**config.mk**
```make
export PLATFORM = sky130hd
export DESIGN_NAME = tcva_fifo
export DESIGN_NICKNAME = d
export VERILOG_FILES = /design/src/hdl/tcva_fifo.sv
export SDC_FILE = /design/constraint.sdc
export NUM_CORES = 1
export LEC_CHECK = 0
export BUFFER_PORTS_ARGS = -buffer_cell sky130_fd_sc_hd__buf_2
export CAP_MARGIN = 20
export CELL_PAD_IN_SITES_DETAIL_PLACEMENT = 1
export CELL_PAD_IN_SITES_GLOBAL_PLACEMENT = 1
export CORE_MARGIN = 3
export CORE_UTILIZATION = 48
export DETAILED_ROUTE_END_ITERATION = 8
export PLACE_DENSITY_LB_ADDON = 0.1
export SLEW_MARGIN = 10
export SYNTH_ARGS = -nofsm -noshare
export SYNTH_HDL_FRONTEND = slang
export SYNTH_SLANG_ARGS = --single-unit
export TNS_END_PERCENT = 100
```
**constraint.sdc**
```tcl
create_clock -name clk_i -period 2.22 [get_ports clk_i]
set_input_delay 0.333 -clock clk_i [delete_from_list [all_inputs] [get_ports clk_i]]
set_output_delay 0.333 -clock clk_i [all_outputs]
set_load 0.05 [all_outputs]
```
**src/hdl/tcva_fifo.sv**
```systemverilog
// Small synchronous queue of packed records.
// Used between front and back, and for results. No dependencies.
module tcva_fifo #(
  parameter int WIDTH = 8,
  parameter int DEPTH = 4
) (
  input  logic             clk_i,
  input  logic             rst_ni,
  input  logic             push_i,
  input  logic [WIDTH-1:0] din_i,
  input  logic             pop_i,
  output logic [WIDTH-1:0] dout_o,
  output logic             full_o,
  output logic             empty_o
);
  localparam int PW = (DEPTH > 1) ? $clog2(DEPTH) : 1;
  localparam int CW = $clog2(DEPTH + 1);

  logic [WIDTH-1:0] mem_q [DEPTH];
  logic [PW-1:0]    wr_q, wr_d, rd_q, rd_d;
  logic [CW-1:0]    cnt_q, cnt_d;
  logic             do_push, do_pop;

  assign full_o  = (cnt_q == CW'(DEPTH));
  assign empty_o = (cnt_q == '0);
  assign dout_o  = mem_q[rd_q];
  assign do_push = push_i && !full_o;
  assign do_pop  = pop_i && !empty_o;

  always_comb begin
    wr_d  = wr_q;
    rd_d  = rd_q;
    cnt_d = cnt_q;
    if (do_push) wr_d = (wr_q == PW'(DEPTH - 1)) ? '0 : wr_q + 1'b1;
    if (do_pop)  rd_d = (rd_q == PW'(DEPTH - 1)) ? '0 : rd_q + 1'b1;
    if (do_push && !do_pop) cnt_d = cnt_q + 1'b1;
    else if (do_pop && !do_push) cnt_d = cnt_q - 1'b1;
  end

  always_ff @(posedge clk_i or negedge rst_ni) begin
    if (!rst_ni) begin
      wr_q  <= '0;
      rd_q  <= '0;
      cnt_q <= '0;
    end else begin
      wr_q  <= wr_d;
      rd_q  <= rd_d;
      cnt_q <= cnt_d;
    end
  end

  always_ff @(posedge clk_i) begin
    if (do_push) mem_q[wr_q] <= din_i;
  end

endmodule

```
==> key figures <==
Route
  – First-pass DRT Iterations: 4
  – Total number of vias: roughly 760
  – Routed WL: ~2.5 mm
  – Routed Antenna Nets: 0
  – WL/cell: between 15 and 20 µm
  – Vias/cell: 5.040
  – Number of remaining DRC errors: 0
  – Initial drt markers: 47

STA
  – RSZ-0062 raised after global routing: no
  – Fin. Hold Viols: 0
  – Slew at the pin closest to its max-slew limit: roughly 420 ps
  – Final min period: about 2000 ps
  – Pins Over Slew Limit: 0
  – Setup Viol. Count Final: 0
  – Fin Clk Skew: 7.661 ps
  – TNS Setup: 0 ps
  – Relative max-transition margin: 71.88%
  – Fmax: slightly below 500 MHz
  – Final period util: between 90% and 100%
  – Min setup slack post-route: 201.7 ps

CTS
  – Clk Latency, worst-skew pair: 340 ps
  – TritonCTS buffer count: 5
  – CTS tree: done
  – Root Buffer: clkbuf_4
  – Clock sinks: 39
  – Clk buf depth: 2
  – Clock slew at reported path FFs: about 110 ps
  – H-tree level count: 2
  – Setup repair bufs after CTS: 0

Synthesis
  – Gate Count Post-Synth: between 70 and 80
  – Synth area leader: edfxtp_1
  – Top_reg_cell synth: edfxtp_1
  – Distinct cell type count after synthesis: 19
  – Commonest cells in the netlist: edfxtp_1 (32), mux4_2 (8), dfrtp_1 (7), ha_1 (6), and2_2 (4)
  – Synthesized area: 0.001620 mm²
  – Top cell type's share of synthesized area: 59.31%
  – Syn_nets: 98
  – Async SR Flop Fraction: between 10% and 20%
  – Most frequent cell after synthesis: edfxtp_1
  – Syn Area/Cell: 20.51 µm²
  – Synth top area cells: edfxtp_1 (59%), mux4_2 (11%), dfrtp_1 (11%), ha_1 (4.6%), mux2_2 (2.1%)
  – Yosys warning total: 0
  – Sequential area share after synthesis: 70.12%
  – Number of flops mapped to enable cells by yosys: 32
  – Flip-flop and latch count after synthesis: 39

Placement
  – Final HPWL DP: 1.855 mm
  – Port buffer count: 21
  – Gpl congestion: approximately 0.64
  – Post-placement setup slack: roughly 350 ps

Worst setup path
  – CP endpoint kind: output port
  – Cell depth of the worst setup path: 2
  – Slowest cell on the critical path: dfrtp_2
  – WP buf/inv: 1
  – Cell family with most CP delay: flip-flops
  – CP max FO: 11
  – R2R depth: 8
  – CP required: around 1900 ps
  – Critical setup path kind: reg2out
  – Crit path DAT: ~1700 ps
  – Crit path cell chain: mux4_2 -> buf_2
  – Crit start category: flop
  – Critical Path Max Stage Delay: slightly below 600 ps

Status
  – Status: complete, no violations

GRT
  – GRT Total Usage: approximately 14%
  – Initial antenna violation count: 0
  – Largest net degree at the start of global routing: 14
  – First-pass GRT wire length: 4.271 mm
  – Vias in the first global route: between 800 and 900
  – Total gr overflow: 0

Finish
  – Area of the multi-input gates: roughly 480 µm²
  – Register area: ~0.0011 mm²
  – Share of cells above drive strength 1: between 50 and 60%
  – Nets: between 100 and 150
  – Fillcell total: between 200 and 300
  – Number of diodes: 0
  – Synth-to-Final Area Change: 16.37%

Power and ir drop
  – Worst IR drop on VDD: around 0.00071 V
  – Leakage: a little over 0.7 nW
  – PD cells: 1466 mW/mm²

Min path
  – Hold path depth: 1
  – HP Class: in2reg

Die
  – Die ar.: around 0.0041 mm²
  – Starting density of the core: between 50 and 60%
  – Die W: between 60 and 70 µm
  – FP Rows: 20
  – Io pins: 22
  – Core box area: between 0.003 and 0.004 mm²
  – DIE HEIGHT: ~64 µm

Job
  – Max Cap Viol: 0
per-stage QoR:
step | instances | hold WS (ps) | utilization (%) | instance area [µm²] | power, mW
floorplan | 79 | 37.41 | - | 1645 | 2.103
global placement | 142 | 176.7 | 57.32 | 1793 | 2.311
detailed placement | 142 | 187.3 | 57.32 | 1793 | 2.346
CTS | 151 | 183.1 | 60.28 | 1886 | 2.818
global route | 151 | 169.9 | 60.28 | 1886 | 2.958
finish | 151 | 206.4 | 60.28 | 1886 | 2.765
what timing repair did:
item	CTS	global route
endpoints found under the setup margin	8	0
hold buffers	1	0
endpoints found under the hold margin	7	0
gates resized for setup	1	0
worst paths after layout:
check / from / end / slack [ps]
worst min register to register: cnt_q[2]$_DFFE_PN0P_ / cnt_q[2]$_DFFE_PN0P_ / 560
worst min-delay path: din_i[5] / mem_q[2][5]$_DFFE_PP_ / 210
min in group asynchronous: rst_ni / rd_q[0]$_DFFE_PN0P_ / 350
max in group asynchronous: rst_ni / cnt_q[0]$_DFFE_PN0P_ / 1690
worst max-delay path: rd_q[0]$_DFFE_PN0P_ / dout_o[5] / 200
worst max register to register: cnt_q[0]$_DFFE_PN0P_ / cnt_q[2]$_DFFE_PN0P_ / 340
kinds of logic after synthesis:
| family | after synthesis | synth area share [%] |
|---|---|---|
| buffers and inverters | 6 | 1.930 |
| multiplexers | 13 | 15.06 |
| AND/OR/NAND/NOR | 11 | 5.405 |
| flip-flops | 39 | 70.12 |
| XOR/XNOR | 3 | 1.622 |
| adder cells (fa/ha/maj) | 7 | 5.869 |
final cells by class:
class                           count  area share, %
Sequential cell                    39          60.38
Multi-Input combinational cell     34          25.28
Timing Repair Buffer               23          6.503
Tap cell                           44          2.920
Clock inverter                      3          2.322
Clock buffer                        5          1.991
Inverter                            3         0.5972
routing by layer:
metal  share of wire [%]  global-route usage, %  vias to the layer above
met3                 6.3                  5.097                        4
met2                  49                  21.94                       21
met1                  43                  19.20                      380
met4                 1.3                  4.749                        0
li1                    -                      -                      356
met5                   0                      0                        -
state kept, by name, summed over array words and instances, names as in the netlist:
| name | cells |
|---|---|
| mem_q | 32 |
| cnt_q | 3 |
| rd_q | 2 |
| wr_q | 2 |
report_power, final:
group / internal [mW] / switching, mW
combinational: 0.450 / 0.667
sequential: 0.993 / 0.193
clock: 0.237 / 0.224
total: 1.68 / 1.08
placed cells by master (no fill, tap or decap), drive strengths merged:
| cell | netlist | routed |
|---|---|---|
| clkbuf | 0 | 5 |
| dlygate4sd3 | 0 | 1 |
| nor2b | 1 | 1 |
| mux2 | 5 | 5 |
| fa | 1 | 1 |
| buf | 3 | 22 |
| edfxtp | 32 | 32 |
| mux4 | 8 | 8 |
| xor2 | 2 | 2 |
| inv | 3 | 3 |
| nor3b | 1 | 1 |
| and2 | 4 | 4 |
| nor2 | 3 | 3 |
| ha | 6 | 6 |
| nor3 | 1 | 1 |
| xnor2 | 1 | 1 |
| clkinv | 0 | 2 |
| dfrtp | 7 | 7 |
| bufinv | 0 | 1 |
| nand2b | 1 | 1 |
No activity file was read; power rests on OpenSTA's default activity.
