[config.mk]
export PLATFORM = sky130hd
export DESIGN_NAME = tcva_front
export DESIGN_NICKNAME = d
export VERILOG_FILES = /design/src/hdl/tcva_pkg.sv /design/src/hdl/tcva_front.sv
export SDC_FILE = /design/constraint.sdc
export NUM_CORES = 1
export LEC_CHECK = 0
export ABC_AREA = 0
export ABC_CLOCK_PERIOD_IN_PS = 12400
export BUFFER_PORTS_ARGS = -buffer_cell sky130_fd_sc_hd__buf_2
export CORE_ASPECT_RATIO = 0.7
export CORE_MARGIN = 4
export CORE_UTILIZATION = 47
export CTS_CLUSTER_SIZE = 28
export DETAILED_ROUTE_END_ITERATION = 8
export PLACE_DENSITY = 0.66
export RECOVER_POWER = 100
export SLEW_MARGIN = 20
export SYNTH_ARGS = -nofsm -noshare
export SYNTH_HDL_FRONTEND = slang
export SYNTH_SLANG_ARGS = --single-unit
[constraint.sdc]
create_clock -name clk_i -period 12.4 [get_ports clk_i]
set_input_delay 2.48 -clock clk_i [delete_from_list [all_inputs] [get_ports clk_i]]
set_output_delay 2.48 -clock clk_i [all_outputs]
set_load 0.01 [all_outputs]
[src/hdl/tcva_pkg.sv]
// Package for the trade CSV VWAP accumulator.
// Holds the record types, status codes and the decimal digit helper.
// No dependencies.
package tcva_pkg;

  localparam int TableEntriesDef   = 64;
  localparam int TickerCharsDef    = 8;
  localparam int PriceFracDigitsDef = 4;

  localparam int CodeW  = 64;
  localparam int AccW   = 32;
  localparam int TlenW  = 4;
  localparam int FcntW  = 3;
  localparam int ValW   = 64;
  localparam int VolW   = 48;
  localparam int SlotW  = 6;

  localparam logic [7:0] CharComma   = 8'h2C;
  localparam logic [7:0] CharDot     = 8'h2E;
  localparam logic [7:0] CharNewline = 8'h0A;
  localparam logic [7:0] CharZero    = 8'h30;
  localparam logic [7:0] CharNine    = 8'h39;

  typedef enum logic [1:0] {
    StUpdated   = 2'd0,
    StMalformed = 2'd1,
    StFull      = 2'd2,
    StTooLong   = 2'd3
  } status_e;

  typedef struct packed {
    status_e           status;
    logic [CodeW-1:0]  code;
    logic [AccW-1:0]   price;
    logic [FcntW-1:0]  fcnt;
    logic [AccW-1:0]   volume;
  } line_rec_t;

  typedef struct packed {
    status_e           status;
    logic [SlotW-1:0]  slot;
    logic [CodeW-1:0]  code;
    logic [ValW-1:0]   value;
    logic [VolW-1:0]   volume;
  } res_rec_t;

  function automatic logic [AccW-1:0] dec_push(logic [AccW-1:0] acc, logic [3:0] digit);
    logic [AccW+3:0] v;
    v = ({4'b0, acc} << 3) + ({4'b0, acc} << 1) + {{AccW{1'b0}}, digit};
    dec_push = (v[AccW+3:AccW] != 4'b0) ? {AccW{1'b1}} : v[AccW-1:0];
  endfunction

endpackage

[src/hdl/tcva_front.sv]
// Line parser: one byte a cycle while acc_i is high, a record per line end.
// Depends on tcva_pkg. Holds the skip-first-line register.
module tcva_front import tcva_pkg::*; #(
  parameter int TICKER_CHARS      = TickerCharsDef,
  parameter int PRICE_FRAC_DIGITS = PriceFracDigitsDef
) (
  input  logic       clk_i,
  input  logic       rst_ni,
  input  logic       cfg_we_i,
  input  logic       cfg_skip_i,
  input  logic       acc_i,
  input  logic [7:0] data_byte_i,
  input  logic       end_of_input_i,
  output logic       rec_push_o,
  output line_rec_t  rec_o
);
  logic             skip_q;
  logic [1:0]       fi_q, fi_d;
  logic [CodeW-1:0] tk_q, tk_d;
  logic [TlenW-1:0] tl_q, tl_d;
  logic [AccW-1:0]  pr_q, pr_d, vol_q, vol_d;
  logic             pdot_q, pdot_d, pdone_q, pdone_d;
  logic [FcntW-1:0] pcnt_q, pcnt_d;
  logic             first_q, first_d, nonempty_q, nonempty_d, voldone_q, voldone_d;
  logic             is_digit, fin;
  logic [3:0]       dig;
  logic [6:0]       shamt;

  assign is_digit = (data_byte_i >= CharZero) && (data_byte_i <= CharNine);
  assign dig      = data_byte_i[3:0];

  always_comb begin
    fi_d = fi_q; tk_d = tk_q; tl_d = tl_q; pr_d = pr_q; vol_d = vol_q;
    pdot_d = pdot_q; pdone_d = pdone_q; pcnt_d = pcnt_q;
    first_d = first_q; nonempty_d = nonempty_q; voldone_d = voldone_q;
    rec_push_o = 1'b0;
    rec_o = '0;
    fin = 1'b0;
    shamt = '0;
    if (acc_i) begin
      if (data_byte_i != CharNewline) begin
        nonempty_d = 1'b1;
        if (data_byte_i == CharComma && fi_q != 2'd3) begin
          fi_d = fi_q + 1'b1;
        end else begin
          case (fi_q)
            2'd1: begin
              if (tl_q < TlenW'(TICKER_CHARS)) begin
                tk_d = {tk_q[CodeW-9:0], data_byte_i};
                tl_d = tl_q + 1'b1;
              end else begin
                tl_d = TlenW'(TICKER_CHARS + 1);
              end
            end
            2'd2: begin
              if (!pdone_q) begin
                if (is_digit) begin
                  if (!pdot_q) begin
                    pr_d = dec_push(pr_q, dig);
                  end else if (pcnt_q < FcntW'(PRICE_FRAC_DIGITS)) begin
                    pr_d   = dec_push(pr_q, dig);
                    pcnt_d = pcnt_q + 1'b1;
                  end
                end else if (data_byte_i == CharDot && !pdot_q) begin
                  pdot_d = 1'b1;
                end else begin
                  pdone_d = 1'b1;
                end
              end
            end
            2'd3: begin
              if (!voldone_q) begin
                if (is_digit) vol_d = dec_push(vol_q, dig);
                else voldone_d = 1'b1;
              end
            end
            default: ;
          endcase
        end
      end
      fin = (data_byte_i == CharNewline) || end_of_input_i;
      if (fin) begin
        rec_push_o = !(first_d && skip_q) && nonempty_d;
        shamt = {4'(4'd8 - tl_d), 3'b000};
        if (fi_d != 2'd3) begin
          rec_o.status = StMalformed;
        end else if (tl_d > TlenW'(TICKER_CHARS)) begin
          rec_o.status = StTooLong;
        end else begin
          rec_o.status = StUpdated;
          rec_o.code   = (tl_d == '0) ? '0 : (tk_d << shamt);
          rec_o.price  = pr_d;
          rec_o.fcnt   = pcnt_d;
          rec_o.volume = vol_d;
        end
        fi_d = '0; tk_d = '0; tl_d = '0; pr_d = '0; vol_d = '0;
        pdot_d = 1'b0; pdone_d = 1'b0; pcnt_d = '0;
        nonempty_d = 1'b0; voldone_d = 1'b0;
        first_d = end_of_input_i;
      end
    end
  end

  always_ff @(posedge clk_i or negedge rst_ni) begin
    if (!rst_ni) begin
      skip_q <= 1'b1;
      fi_q <= '0; tk_q <= '0; tl_q <= '0; pr_q <= '0; vol_q <= '0;
      pdot_q <= 1'b0; pdone_q <= 1'b0; pcnt_q <= '0;
      first_q <= 1'b1; nonempty_q <= 1'b0; voldone_q <= 1'b0;
    end else begin
      if (cfg_we_i) skip_q <= cfg_skip_i;
      fi_q <= fi_d; tk_q <= tk_d; tl_q <= tl_d; pr_q <= pr_d; vol_q <= vol_d;
      pdot_q <= pdot_d; pdone_q <= pdone_d; pcnt_q <= pcnt_d;
      first_q <= first_d; nonempty_q <= nonempty_d; voldone_q <= voldone_d;
    end
  end

endmodule

==> impl_metrics.json <==
{
  "status": "finished with violations",
  "failed_checks": "capacitance limit, slew limit",
  "start_util": 0.481,
  "crit_path_end_kind": "output pin",
  "die_h_um": 147,
  "synthArstFlopShare": 1.00,
  "skew_ps": 11.1,
  "finalHoldViolCount": 0,
  "cts_root_buf": "clkbuf_16",
  "drive_above_1_share": 0.0629,
  "wl_per_cell_um": 20.6,
  "postCtsSetupRepairBufs": 0,
  "synth_edf_count": 0,
  "timing.final.ws_setup_ps": 1790,
  "multi_input_area_um2": 8810,
  "hpwlAfterDp_mm": 29.9,
  "avgViaCountPerCell": 6.48,
  "worst_ep_required_time_ps": 9920,
  "area_growth_pct": 9.89,
  "finalSetupViolations": 0,
  "antenna_found_initial": 0,
  "worst_pin_slew_ps": 5080,
  "cap_violations": 6,
  "critPathKind": "in -> out",
  "drv_slew": 342,
  "postRouteAntennaNets": 0,
  "yosys_warnings": 0,
  "rsz0062_at_grt": "no",
  "via_count": 13275,
  "cts_resized": 0,
  "syn_inst": 1604,
  "die_area_um2": 30400,
  "synthTopCellsByArea": "dfrtp_1, ha_1, a21oi_1",
  "grt_pass1_vias": 12006,
  "yosys_most_used_dff": "dfrtp_1",
  "crit_path_start_kind": "primary input",
  "fin_crit_sh": 0.855,
  "cts_made_buffers": 17,
  "rows": 50,
  "syn_area_um2": 13000,
  "worstPathArrival_ps": 8130,
  "hold_class": "reg -> reg",
  "cts_tree": "done",
  "place_congestion": 0.946,
  "diodes": 0,
  "cts_sinks": 143,
  "synth-seq-area-share": 0.276,
  "io_pins": 148,
  "cts-root-to-sink-buffers": 2,
  "fin_tns_setup_ps": 0,
  "holdBufCountCts": 0,
  "synth.net_count": 1754,
  "grtUsageTotal": 0.268,
  "synth.avg_cell_area_um2": 8.09,
  "cp_max_fo": 71,
  "drc": 0,
  "grt_start_max_net_pins": 88,
  "yosys.cell_types.count": 80,
  "powerDensity_nw_per_um2": 75.6,
  "htree_levels": 4,
  "drt_iter0_markers": 1479,
  "final_nets": 1822,
  "period_needed_ps": 10610,
  "final_area_um2": 14300,
  "ys_seq_elements": 143,
  "fillers": 2614,
  "io_buffers": 147,
  "firstDrtPassIters": 5,
  "synth_top_area_frac": 0.272,
  "pre_cts_slack_ps": 2940,
  "max-vdd-ir-drop_mv": 0.0655,
  "insertion_delay_ps": 440,
  "fp.dieW_um": 207,
  "grt_overflow_total": 0,
  "fmax_mhz": 94.3,
  "clkTransAtPathRegs_ps": 60,
  "coreArea_um2": 27000,
  "yosys.area.top_type": "dfrtp_1",
  "leakage_uw": 0.00622,
  "power_uw": 1080,
  "placed_cell_area_um2": 13900,
  "slew_headroom": -2.39,
  "grt_pass1_wl_mm": 66.7,
  "seq_area_um2": 3580,
  "wl_mm": 42.1
}
==> cells in the mapped netlist, types with 20 or more instances <==
master and number:
nand2_1 85, nand3_1 34, clkbuf_1 92, nor2_1 141
xor2_1 26, xnor2_1 35, a22o_1 65, ha_1 132
inv_1 35, a21o_1 20, o22ai_1 41, o21ai_0 183
dfrtp_1 141, a21oi_1 199, nor3_1 37, a31oi_1 48
==> critical path, stage by stage <==
cell	delay (ps)
clkbuf_1	240
nor3b_1	280
and3_1	260
or2_2	360
nand2_2	80
clkbuf_1	2150
nor2_1	450
o21ai_0	980
nand2b_1	580
nor2_1	90
clkbuf_1	150
==> final cells by class <==
class	count	area share
clock buffers	17	0.0298
clock inverters	15	0.0103
multi-input cells	1306	0.618
inverters	37	0.00974
flip-flops and latches	143	0.251
repair buffers	167	0.0494
well taps	364	0.0319
==> placed cells by master (no fill, tap or decap), types with 20 or more instances in the layout <==
cell | synthesis | layout
nor3_1 | 37 | 37
nand3_1 | 34 | 34
dfrtp_1 | 141 | 141
inv_1 | 35 | 35
xnor2_1 | 35 | 33
o22ai_1 | 41 | 42
a21oi_1 | 199 | 199
a22o_1 | 65 | 65
ha_1 | 132 | 131
o21ai_0 | 183 | 184
clkbuf_1 | 92 | 137
nand2_1 | 85 | 84
a21o_1 | 20 | 20
a31oi_1 | 48 | 48
xor2_1 | 26 | 26
nor2_1 | 141 | 140
==> power by group <==
part           internal [µW]  leakage, µW  switching [µW]
clock network            283     0.000282             236
registers                468      0.00199           0.747
logic                   23.6      0.00395            67.7
total                    774      0.00622             304
==> stage by stage <==
stage,hold slack [ps],util,std cells
final,500,0.529,2049
after global routing,525,0.529,2049
after CTS,505,0.536,2049
after detailed placement,487,0.515,2017
after global placement,484,0.515,2016
after floorplan,464,-,1604
==> cell families (layout without fill, tap and decap cells) <==
| group | after synthesis | after routing | synth area share |
|---|---|---|---|
| flops | 143 | 143 | 0.276 |
| simple gates | 373 | 373 | 0.134 |
| compound gates | 727 | 727 | 0.357 |
| mux | 9 | 9 | 0.00733 |
| buf+inv | 155 | 236 | 0.0510 |
| fa+ha+maj | 136 | 136 | 0.133 |
| xor+xnor | 61 | 61 | 0.0412 |
==> worst paths after layout <==
| check | start | end | slack [ps] | cells after the start |
|---|---|---|---|---|
| worst max-delay path | data_byte_i[3] | rec_o[80] | 1790 | 11 |
| worst min-delay path | tk_q[58]$_DFFE_PN0P_ | tk_q[58]$_DFFE_PN0P_ | 500 | 1 |
| worst max register to register | fi_q[0]$_DFFE_PN0P_ | tk_q[31]$_DFFE_PN0P_ | 7150 | 8 |
| worst min register to register | tk_q[58]$_DFFE_PN0P_ | tk_q[58]$_DFFE_PN0P_ | 500 | 1 |
| max in group asynchronous | rst_ni | nonempty_q$_DFFE_PN0P_ | 3850 | 2 |
| min in group asynchronous | rst_ni | vol_q[16]$_DFFE_PN0P_ | 3880 | 1 |
==> per-layer routing <==
metal,track usage,wire length (µm),up-vias
li1,-,-,6223
met1,0.421,20100,6442
met2,0.369,17700,577
met3,0.0677,3850,33
met4,0.0539,440,0
met5,0,0,-
==> sequential cells by signal, summed over array words and instances, names as in the netlist <==
register	cells
tk_q	64
pr_q	32
vol_q	32
tl_q	4
pcnt_q	3
fi_q	2
first_q	1
nonempty_q	1
pdone_q	1
pdot_q	1
skip_q	1
voldone_q	1
No activity file was read; power rests on OpenSTA's default activity.
